==> config.mk <==
export PLATFORM = sky130hd
export DESIGN_NAME = envelope_beat_detector_flat
export DESIGN_NICKNAME = d
export VERILOG_FILES = /design/src/hw/rtl/ebd_pkg.sv /design/src/hw/rtl/ebd_ifs.sv /design/src/hw/rtl/ebd_follower.sv /design/src/hw/rtl/ebd_decide.sv /design/src/hw/rtl/envelope_beat_detector.sv /design/src/flat_wrapper.sv
export SDC_FILE = /design/constraint.sdc
export NUM_CORES = 2
export LEC_CHECK = 0
export BUFFER_PORTS_ARGS = -buffer_cell sky130_fd_sc_hd__buf_4
export CORE_MARGIN = 5
export CORE_UTILIZATION = 45
export DETAILED_ROUTE_END_ITERATION = 8
export PLACE_DENSITY_LB_ADDON = 0.25
export SLEW_MARGIN = 0
export SYNTH_ARGS = -nofsm -noshare
export SYNTH_HDL_FRONTEND = slang
export SYNTH_SLANG_ARGS = --single-unit
==> constraint.sdc <==
create_clock -name clock -period 45.6 [get_ports clock]
set_clock_uncertainty 0.2 [all_clocks]
set_input_delay 11.4 -clock clock [delete_from_list [all_inputs] [get_ports clock]]
set_output_delay 11.4 -clock clock [all_outputs]
set_load 0.03 [all_outputs]
==> src/hw/rtl/ebd_pkg.sv <==
// Shared constants and types of the envelope beat detector
`default_nettype none

package ebd_pkg;

   localparam int FRAC_BITS    = 16;
   localparam int CFG_BITS     = 16;
   localparam int LEVEL_BITS   = 16;
   localparam int CSR_IDX_BITS = 4;

   localparam logic [CSR_IDX_BITS-1:0] CSR_RISE_THRESHOLD = 4'd0;
   localparam logic [CSR_IDX_BITS-1:0] CSR_FALL_THRESHOLD = 4'd1;
   localparam logic [CSR_IDX_BITS-1:0] CSR_SLOW_WEIGHT    = 4'd2;
   localparam logic [CSR_IDX_BITS-1:0] CSR_FAST_WEIGHT    = 4'd3;

   localparam logic [CFG_BITS-1:0] RISE_THRESHOLD_RESET = 16'd328;
   localparam logic [CFG_BITS-1:0] FALL_THRESHOLD_RESET = 16'd328;
   localparam logic [CFG_BITS-1:0] SLOW_WEIGHT_RESET    = 16'd7;
   localparam logic [CFG_BITS-1:0] FAST_WEIGHT_RESET    = 16'd19661;

   localparam logic [LEVEL_BITS-1:0] LEVEL_MAX = 16'hFFFF;

   typedef struct packed {
      logic                  beat;
      logic                  raise;
      logic [LEVEL_BITS-1:0] fast_level;
      logic [LEVEL_BITS-1:0] slow_level;
   } decision_type;

endpackage

`default_nettype wire

==> src/hw/rtl/ebd_ifs.sv <==
// Channel interfaces of the envelope beat detector: sample, result and register write
`default_nettype none

interface ebd_req_if #(parameter int SAMPLE_BITS = 16) ();
   logic                          valid;
   logic                          ready;
   logic signed [SAMPLE_BITS-1:0] sample;
   logic                          last_in_block;

   modport source (output valid, sample, last_in_block, input ready);
   modport sink   (input valid, sample, last_in_block, output ready);
endinterface

interface ebd_rsp_if import ebd_pkg::*; ();
   logic                  valid;
   logic                  ready;
   logic                  beat;
   logic [LEVEL_BITS-1:0] fast_level;
   logic [LEVEL_BITS-1:0] slow_level;

   modport source (output valid, beat, fast_level, slow_level, input ready);
   modport sink   (input valid, beat, fast_level, slow_level, output ready);
endinterface

interface ebd_csr_if import ebd_pkg::*; ();
   logic                    valid;
   logic                    ready;
   logic [CSR_IDX_BITS-1:0] index;
   logic [CFG_BITS-1:0]     data;

   modport source (output valid, index, data, input ready);
   modport sink   (input valid, index, data, output ready);
endinterface

`default_nettype wire

==> src/hw/rtl/ebd_follower.sv <==
// One exponential envelope step in 16.16 fixed point
`default_nettype none

module ebd_follower import ebd_pkg::*; #(
   parameter int LW = 32
) (
   input  logic [LW-1:0]       level,
   input  logic [LW-1:0]       target,
   input  logic [CFG_BITS-1:0] weight,
   output logic [LW-1:0]       level_next
);

   localparam int PW = LW + CFG_BITS;

   logic          up;
   logic [LW-1:0] diff;
   logic [PW-1:0] prod;
   logic [PW-1:0] prod_rnd;

   assign up   = target >= level;
   assign diff = up ? (target - level) : (level - target);
   assign prod = PW'(diff) * PW'(weight);
   // falling: round the step up so the whole update floors
   assign prod_rnd = prod + PW'({FRAC_BITS{1'b1}});

   assign level_next = up ? (level + LW'(prod >> FRAC_BITS))
                          : (level - LW'(prod_rnd >> FRAC_BITS));

endmodule

`default_nettype wire

==> src/hw/rtl/ebd_decide.sv <==
// End-of-block beat decision with hysteresis, slow raise and level saturation
`default_nettype none

module ebd_decide import ebd_pkg::*; #(
   parameter int LW = 32
) (
   input  logic                beat,
   input  logic [LW-1:0]       fast_env,
   input  logic [LW-1:0]       slow_env,
   input  logic [CFG_BITS-1:0] rise_threshold,
   input  logic [CFG_BITS-1:0] fall_threshold,
   output decision_type        decision
);

   localparam int IW = LW - FRAC_BITS;
   localparam int CW = (IW > LEVEL_BITS) ? IW : LEVEL_BITS;

   logic          fast_gt;
   logic          fast_lt;
   logic          slow_frac_nz;
   logic [CW-1:0] slow_cw;
   logic [CW-1:0] fast_cw;
   logic [CW-1:0] rise_cw;
   logic [CW-1:0] fall_cw;
   logic [CW-1:0] slow_out_cw;
   logic          above_rise;
   logic          below_fall;
   logic          beat_next;

   assign fast_gt      = fast_env > slow_env;
   assign fast_lt      = fast_env < slow_env;
   assign slow_frac_nz = |slow_env[FRAC_BITS-1:0];
   assign slow_cw      = CW'(slow_env[LW-1:FRAC_BITS]);
   assign fast_cw      = CW'(fast_env[LW-1:FRAC_BITS]);
   assign rise_cw      = CW'(rise_threshold);
   assign fall_cw      = CW'(fall_threshold);

   // thresholds sit at threshold.0, so only the fraction breaks a tie
   assign above_rise = (slow_cw > rise_cw) || ((slow_cw == rise_cw) && slow_frac_nz);
   assign below_fall = slow_cw < fall_cw;

   always_comb begin
      beat_next = beat;
      if (!beat && fast_gt && above_rise) begin
         beat_next = 1'b1;
      end else if (fast_lt && below_fall) begin
         beat_next = 1'b0;
      end
   end

   assign slow_out_cw = fast_gt ? fast_cw : slow_cw;

   assign decision.beat       = beat_next;
   assign decision.raise      = fast_gt;
   assign decision.fast_level = (fast_cw > CW'(LEVEL_MAX)) ? LEVEL_MAX : LEVEL_BITS'(fast_cw);
   assign decision.slow_level = (slow_out_cw > CW'(LEVEL_MAX)) ? LEVEL_MAX
                                                               : LEVEL_BITS'(slow_out_cw);

endmodule

`default_nettype wire

==> src/hw/rtl/envelope_beat_detector.sv <==
// Top level of the envelope beat detector
// Usage:
//   req_bus carries one signed sample per word with a last_in_block mark.
//   Every sample updates a slow and a fast envelope (16.16 fixed point).
//   Only a marked sample yields a word on rsp_bus: beat flag, fast level and
//   slow level (slow raised to fast when fast is higher).
//   csr_bus writes the thresholds and weights; it is always ready and should
//   only be used while no sample is in flight. Unknown indexes are dropped.
// Timing:
//   A sample is registered at acceptance and processed in the next cycle unless
//   a stalled result word holds it; the result word of a marked sample is
//   registered at that step and then offered on rsp_bus.
//   One sample per cycle is sustained unless a marked sample waits on rsp_bus;
//   the limit is the envelope loop (one multiply-add per envelope per cycle).
// Reset clears both envelopes, the beat flag and all valid state, and loads
//   the register defaults.
// While rsp_bus stalls, unmarked samples keep flowing; a marked sample waits
//   in the input register, which deasserts req_bus.ready.
`default_nettype none

module envelope_beat_detector import ebd_pkg::*; #(
   parameter int SAMPLE_BITS = 16
) (
   input  logic      clock,
   input  logic      reset,
   ebd_req_if.sink   req_bus,
   ebd_rsp_if.source rsp_bus,
   ebd_csr_if.sink   csr_bus
);

   localparam int LW = SAMPLE_BITS + FRAC_BITS;

   logic [CFG_BITS-1:0] rise_threshold_ff, rise_threshold_in;
   logic [CFG_BITS-1:0] fall_threshold_ff, fall_threshold_in;
   logic [CFG_BITS-1:0] slow_weight_ff, slow_weight_in;
   logic [CFG_BITS-1:0] fast_weight_ff, fast_weight_in;

   logic                   in_valid_ff, in_valid_in;
   logic [SAMPLE_BITS-1:0] in_sample_ff, in_sample_in;
   logic                   in_last_ff, in_last_in;

   logic [LW-1:0] slow_env_ff, slow_env_in;
   logic [LW-1:0] fast_env_ff, fast_env_in;
   logic          beat_ff, beat_in;

   logic                  rsp_valid_ff, rsp_valid_in;
   logic                  rsp_beat_ff, rsp_beat_in;
   logic [LEVEL_BITS-1:0] rsp_fast_ff, rsp_fast_in;
   logic [LEVEL_BITS-1:0] rsp_slow_ff, rsp_slow_in;

   logic                   req_take;
   logic                   core_take;
   logic [SAMPLE_BITS-1:0] mag;
   logic [LW-1:0]          target;
   logic [LW-1:0]          slow_next;
   logic [LW-1:0]          fast_next;
   decision_type           decision;

   // register writes
   assign csr_bus.ready = 1'b1;

   always_comb begin
      rise_threshold_in = rise_threshold_ff;
      fall_threshold_in = fall_threshold_ff;
      slow_weight_in    = slow_weight_ff;
      fast_weight_in    = fast_weight_ff;
      if (csr_bus.valid) begin
         case (csr_bus.index)
            CSR_RISE_THRESHOLD: rise_threshold_in = csr_bus.data;
            CSR_FALL_THRESHOLD: fall_threshold_in = csr_bus.data;
            CSR_SLOW_WEIGHT:    slow_weight_in    = csr_bus.data;
            CSR_FAST_WEIGHT:    fast_weight_in    = csr_bus.data;
            default: ;
         endcase
      end
   end

   // input register: a marked sample moves on only when the result slot frees
   assign core_take     = in_valid_ff && (!in_last_ff || !rsp_valid_ff || rsp_bus.ready);
   assign req_bus.ready = !in_valid_ff || core_take;
   assign req_take      = req_bus.valid && req_bus.ready;

   assign in_valid_in  = req_take ? 1'b1 : (core_take ? 1'b0 : in_valid_ff);
   assign in_sample_in = req_take ? SAMPLE_BITS'(req_bus.sample) : in_sample_ff;
   assign in_last_in   = req_take ? req_bus.last_in_block : in_last_ff;

   // magnitude; the most negative code maps onto itself, i.e. 2^(SAMPLE_BITS-1)
   assign mag    = in_sample_ff[SAMPLE_BITS-1] ? SAMPLE_BITS'(~in_sample_ff + 1'b1)
                                               : in_sample_ff;
   assign target = {mag, {FRAC_BITS{1'b0}}};

   ebd_follower #(.LW(LW)) u_slow (
      .level      (slow_env_ff),
      .target     (target),
      .weight     (slow_weight_ff),
      .level_next (slow_next)
   );

   ebd_follower #(.LW(LW)) u_fast (
      .level      (fast_env_ff),
      .target     (target),
      .weight     (fast_weight_ff),
      .level_next (fast_next)
   );

   ebd_decide #(.LW(LW)) u_decide (
      .beat           (beat_ff),
      .fast_env       (fast_next),
      .slow_env       (slow_next),
      .rise_threshold (rise_threshold_ff),
      .fall_threshold (fall_threshold_ff),
      .decision       (decision)
   );

   always_comb begin
      slow_env_in  = slow_env_ff;
      fast_env_in  = fast_env_ff;
      beat_in      = beat_ff;
      rsp_beat_in  = rsp_beat_ff;
      rsp_fast_in  = rsp_fast_ff;
      rsp_slow_in  = rsp_slow_ff;
      rsp_valid_in = rsp_valid_ff && !rsp_bus.ready;
      if (core_take) begin
         fast_env_in = fast_next;
         slow_env_in = slow_next;
         if (in_last_ff) begin
            beat_in      = decision.beat;
            slow_env_in  = decision.raise ? fast_next : slow_next;
            rsp_valid_in = 1'b1;
            rsp_beat_in  = decision.beat;
            rsp_fast_in  = decision.fast_level;
            rsp_slow_in  = decision.slow_level;
         end
      end
   end

   always_ff @(posedge clock) begin
      if (reset) begin
         rise_threshold_ff <= RISE_THRESHOLD_RESET;
         fall_threshold_ff <= FALL_THRESHOLD_RESET;
         slow_weight_ff    <= SLOW_WEIGHT_RESET;
         fast_weight_ff    <= FAST_WEIGHT_RESET;
         in_valid_ff       <= 1'b0;
         slow_env_ff       <= '0;
         fast_env_ff       <= '0;
         beat_ff           <= 1'b0;
         rsp_valid_ff      <= 1'b0;
      end else begin
         rise_threshold_ff <= rise_threshold_in;
         fall_threshold_ff <= fall_threshold_in;
         slow_weight_ff    <= slow_weight_in;
         fast_weight_ff    <= fast_weight_in;
         in_valid_ff       <= in_valid_in;
         slow_env_ff       <= slow_env_in;
         fast_env_ff       <= fast_env_in;
         beat_ff           <= beat_in;
         rsp_valid_ff      <= rsp_valid_in;
      end
   end

   always_ff @(posedge clock) begin
      in_sample_ff <= in_sample_in;
      in_last_ff   <= in_last_in;
      rsp_beat_ff  <= rsp_beat_in;
      rsp_fast_ff  <= rsp_fast_in;
      rsp_slow_ff  <= rsp_slow_in;
   end

   assign rsp_bus.valid      = rsp_valid_ff;
   assign rsp_bus.beat       = rsp_beat_ff;
   assign rsp_bus.fast_level = rsp_fast_ff;
   assign rsp_bus.slow_level = rsp_slow_ff;

endmodule

`default_nettype wire

==> src/flat_wrapper.sv <==
// flat-port wrapper written by rule: the top's interface ports become plain ports
module envelope_beat_detector_flat import ebd_pkg::*;
#(
   parameter int SAMPLE_BITS = 16
)
  (clock, reset, req_bus_valid, req_bus_sample, req_bus_last_in_block, req_bus_ready, rsp_bus_valid, rsp_bus_beat, rsp_bus_fast_level, rsp_bus_slow_level, rsp_bus_ready, csr_bus_valid, csr_bus_index, csr_bus_data, csr_bus_ready);
  ebd_req_if #(.SAMPLE_BITS(SAMPLE_BITS)) req_bus_i ();
  ebd_rsp_if rsp_bus_i ();
  ebd_csr_if csr_bus_i ();
  input  logic clock;
  input  logic reset;
  input wire logic [$bits(req_bus_i.valid)-1:0] req_bus_valid;
  input wire logic [$bits(req_bus_i.sample)-1:0] req_bus_sample;
  input wire logic [$bits(req_bus_i.last_in_block)-1:0] req_bus_last_in_block;
  output wire logic [$bits(req_bus_i.ready)-1:0] req_bus_ready;
  output wire logic [$bits(rsp_bus_i.valid)-1:0] rsp_bus_valid;
  output wire logic [$bits(rsp_bus_i.beat)-1:0] rsp_bus_beat;
  output wire logic [$bits(rsp_bus_i.fast_level)-1:0] rsp_bus_fast_level;
  output wire logic [$bits(rsp_bus_i.slow_level)-1:0] rsp_bus_slow_level;
  input wire logic [$bits(rsp_bus_i.ready)-1:0] rsp_bus_ready;
  input wire logic [$bits(csr_bus_i.valid)-1:0] csr_bus_valid;
  input wire logic [$bits(csr_bus_i.index)-1:0] csr_bus_index;
  input wire logic [$bits(csr_bus_i.data)-1:0] csr_bus_data;
  output wire logic [$bits(csr_bus_i.ready)-1:0] csr_bus_ready;
  assign req_bus_i.valid = req_bus_valid;
  assign req_bus_i.sample = req_bus_sample;
  assign req_bus_i.last_in_block = req_bus_last_in_block;
  assign req_bus_ready = req_bus_i.ready;
  assign rsp_bus_valid = rsp_bus_i.valid;
  assign rsp_bus_beat = rsp_bus_i.beat;
  assign rsp_bus_fast_level = rsp_bus_i.fast_level;
  assign rsp_bus_slow_level = rsp_bus_i.slow_level;
  assign rsp_bus_i.ready = rsp_bus_ready;
  assign csr_bus_i.valid = csr_bus_valid;
  assign csr_bus_i.index = csr_bus_index;
  assign csr_bus_i.data = csr_bus_data;
  assign csr_bus_ready = csr_bus_i.ready;
  envelope_beat_detector #(.SAMPLE_BITS(SAMPLE_BITS)) u_core (.clock(clock), .reset(reset), .req_bus(req_bus_i), .rsp_bus(rsp_bus_i), .csr_bus(csr_bus_i));
endmodule
==> metrics.md <==
| Metric | Value |
|---|---|
| Routed vias/inst | 5.49 |
| Cell with the largest stage delay on the worst path | nor2b_1 |
| CP Capture Type | output pin |
| Post-synthesis compound-gate area fraction | 12.7% |
| FMAX | 42.2 MHz |
| Sum Neg Setup Slack | 0 ns |
| Crit share post-route | between 50 and 60% |
| Worst Hold Class | flip-flop to flip-flop |
| Synth Register Bits | ~180 |
| Wire per inst | 18.0 um |
| Crit path required time | around 34 ns |
| Kind of critical path | input pin to output pin |
| TritonCTS clock tree | built |
| Pin count of the biggest net entering global routing | 94 |
| First-pass GRT wire length | roughly 230000 um |
| Area Overhead vs Synth | 5.79% |
| Placeable Area | 112000 um^2 |
| Die H | between 300 and 400 um |
| GRT Residual Overflow | 0 |
| Crit path top cell by count | buf_4 |
| Antenna-violating nets left | 0 |
| Initial antenna violation count | 3 |
| Worst path depth | 4 |
| Adder-cell area share of the yosys netlist | 43.7% |
| Synth Net Count | 7511 |
| Largest family of logic cells by synthesized area | adder cells |
| Ys Warns | 0 |
| Top_reg_cell synth | dfxtp_1 |
| CP bufs+invs | 2 |
| Post-CTS Setup Bufs | 0 |
| Fin. Hold Viols | 0 |
| Simple-gate share of the synthesized area | roughly 20% |
| Bufs on Longest Clock Path | 2 |
| I/O Pins | between 70 and 80 |
| Final net count | between 7000 and 8000 |
| Yosys cell types | 104 |
| CP Data Arrival Time | ~12 ns |
| Clock sinks | about 180 |
| CTS root buf | clkbuf_16 |
| Post-Route Utilization | 47.8% |
| RSZ-0062 raised after global routing | false |
| Seq/Total Area, Yosys | 8.15% |
| Drt pass-1 iters | 5 |
| Fin crit period | 23.72 ns |
| Share of Yosys cell area claimed by the top area cell type | 33.2% |
| Post-Syn Area | 50600 um^2 |
| Post-DP HPWL | roughly 110000 um |
| R2r worst-path depth | 63 |
| Synth area leader | fa_1 |
| CP Launch Type | input pin |
| Post-synthesis mux area share | less than 1% |
| Smallest hold slack | between 0.2 and 0.3 ns |
| 1st-iter DRT viols | roughly 2800 |
| XOR/XNOR share of the synthesized area | under 10% |
| Fin. max-slew vios | 0 |
| Fill count | 11300 |
| CTS resizes | 0 |
| Run status | complete, no violations |
| Final WL | 138000 um |
| RePlAce Congestion | 0.927 |
| Clock-pin slew on the worst setup and hold paths | 0.08 ns |
| Rel. slew slack | 28.2% |
| Worst-Margin Slew | 1.06 ns |
| CTS Hold Bufs | 0 |
| CP max stage delay | 0.26 ns |
| Maxcap violations | 0 |
| Num rows | 123 |
| Area contributors post-synth | fa_1 33%, ha_1 10%, inv_1 8.1% |
| DIE WIDTH | 345 um |
| Async set or reset register ratio after synthesis | 0% |
| Finish-stage setup viols | 0 |
| Clock Latency Late Sink | about 0.46 ns |
| IO buf count | 76 |
| Average cell area after synthesis | 8.15 um^2 |
| Vias in the first global route | about 42000 |
| Count of flip-flops with a built-in enable after synthesis | 50 |
| Layout cells sized above 1 | about 4.7% |
| Htree depth | 4 |
| Cell count of the worst hold path | 2 |
| CP top delay family | simple AND/OR/NAND/NOR gates |
| Initial Util | 45.2% |
| CP Max Fanout | 4 |
| Synth Instances | 6210 |
| Post-route DRC | 0 |
| Die Area | about 120000 um^2 |
| TritonCTS buffer count | 17 |
| Tot GR Track Use | 23.0% |
| Vias | roughly 42000 |
| Cell breakdown of the critical path | buf_4 -> nor2b_1 -> nand3_1 -> buf_4 |
-- through the flow --
step,cell area [um^2],setup slack (ns),instances
after global routing,53600,21.85,7657
final,53600,21.88,7658
after floorplan,50600,22.11,6210
after global placement,52900,21.88,7623
after detailed placement,52900,21.89,7623
after CTS,53500,21.89,7655
-- cells in the final DEF, fill, tap and decap left out, drive strengths merged, types with 72 or more instances in the layout --
master / synthesis / layout
and2: 378 / 378
dfxtp: 131 / 131
o21ai: 176 / 176
xor2: 73 / 73
ha: 419 / 419
buf: 23 / 192
inv: 1086 / 1093
fa: 840 / 840
nor3: 72 / 72
nor2: 207 / 207
nand2: 1079 / 1079
xnor2: 187 / 187
a21o: 113 / 113
a21oi: 337 / 337
-- registers in the layout (all words and copies together) (netlist names) --
register                   count
u_core.in_valid_ff             1
u_core.in_last_ff              1
u_core.fast_weight_ff         16
u_core.rsp_bus.slow_level     16
u_core.rsp_bus.valid           1
u_core.fall_threshold_ff      16
u_core.beat_ff                 1
u_core.slow_weight_ff         16
u_core.rsp_bus.beat            1
u_core.rise_threshold_ff      16
u_core.rsp_bus.fast_level     16
u_core.slow_env_ff            32
u_core.in_sample_ff           16
u_core.fast_env_ff            32
-- final timing paths --
path | start | to | slack [ns]
setup / recovery | rsp_bus_ready | req_bus_ready | 21.88
hold / removal | u_core.fast_weight_ff[4] | u_core.fast_weight_ff[4] | 0.26
hold reg to reg | u_core.fast_weight_ff[4] | u_core.fast_weight_ff[4] | 0.26
setup reg to reg | u_core.in_sample_ff[0] | u_core.slow_env_ff[4] | 26.95
-- cells by family (layout without fill, tap and decap cells) --
| family | count (synthesis) | count (layout) |
|---|---|---|
| AOI/OAI and AO/OA | 986 | 986 |
| adders and majority gates | 1266 | 1266 |
| DFF | 181 | 181 |
| muxes | 44 | 44 |
| buffers and inverters | 1365 | 1310 |
| xor gates and xnor gates | 261 | 261 |
| and+or+nand+nor | 2106 | 2106 |
| other | 1 | 4 |
-- cell usage after synthesis (11+ instances only) --
| library cell | number |
|---|---|
| a211oi_1 | 45 |
| inv_1 | 1086 |
| a221oi_1 | 14 |
| or4_1 | 16 |
| nor4_1 | 28 |
| mux2i_1 | 40 |
| o21bai_1 | 30 |
| a21o_1 | 113 |
| a311oi_1 | 18 |
| ha_1 | 419 |
| nor2_1 | 207 |
| buf_2 | 12 |
| o211ai_1 | 25 |
| o21ai_0 | 152 |
| or3_1 | 26 |
| edfxtp_1 | 50 |
| o31ai_1 | 19 |
| a31oi_1 | 21 |
| and3_1 | 27 |
| nand2b_1 | 29 |
| o21a_1 | 35 |
| and4_1 | 13 |
| o21ai_1 | 23 |
| clkbuf_1 | 256 |
| xnor2_1 | 186 |
| a21oi_1 | 333 |
| nor3_1 | 72 |
| nand2_1 | 1079 |
| nand3b_1 | 20 |
| nor2b_1 | 32 |
| fa_1 | 840 |
| xor2_1 | 73 |
| dfxtp_1 | 131 |
| and2_1 | 377 |
| nand3_1 | 64 |
| nand4_1 | 57 |
| o41ai_1 | 11 |
-- tightest hold or removal path: cells and delay by family (launching register included) --
family / cells / cell delay (ns)
simple gates: 1 / 0.05
compound gates: 1 / 0.05
flops: 1 / 0.31
-- routing by layer --
metal / GRT usage (%) / vias up / wire length (um)
li1: - / 19700 / -
met1: 32.3 / 21100 / 62100
met2: 39.1 / 1196 / 65700
met3: 1.95 / 155 / 7260
met4: 4.99 / 0 / 2950
met5: 0 / - / 0
-- final cells by class --
| type | instances | area [um^2] | share of cell area [%] |
|---|---|---|---|
| clock inverters | 13 | 156 | 0.292 |
| flip-flops and latches | 181 | 4130 | 7.71 |
| multi-input cells | 4664 | 41400 | 77.3 |
| inverters | 1086 | 4080 | 7.61 |
| repair buffers | 192 | 1440 | 2.69 |
| clock buffers | 19 | 454 | 0.848 |
| well taps | 1500 | 1880 | 3.50 |
| diodes | 3 | 7.51 | 0.0140 |
Power is left out: the tool's default activity adds up to more than one toggle a clock period on the data nets, which glitch-free logic cannot reach.
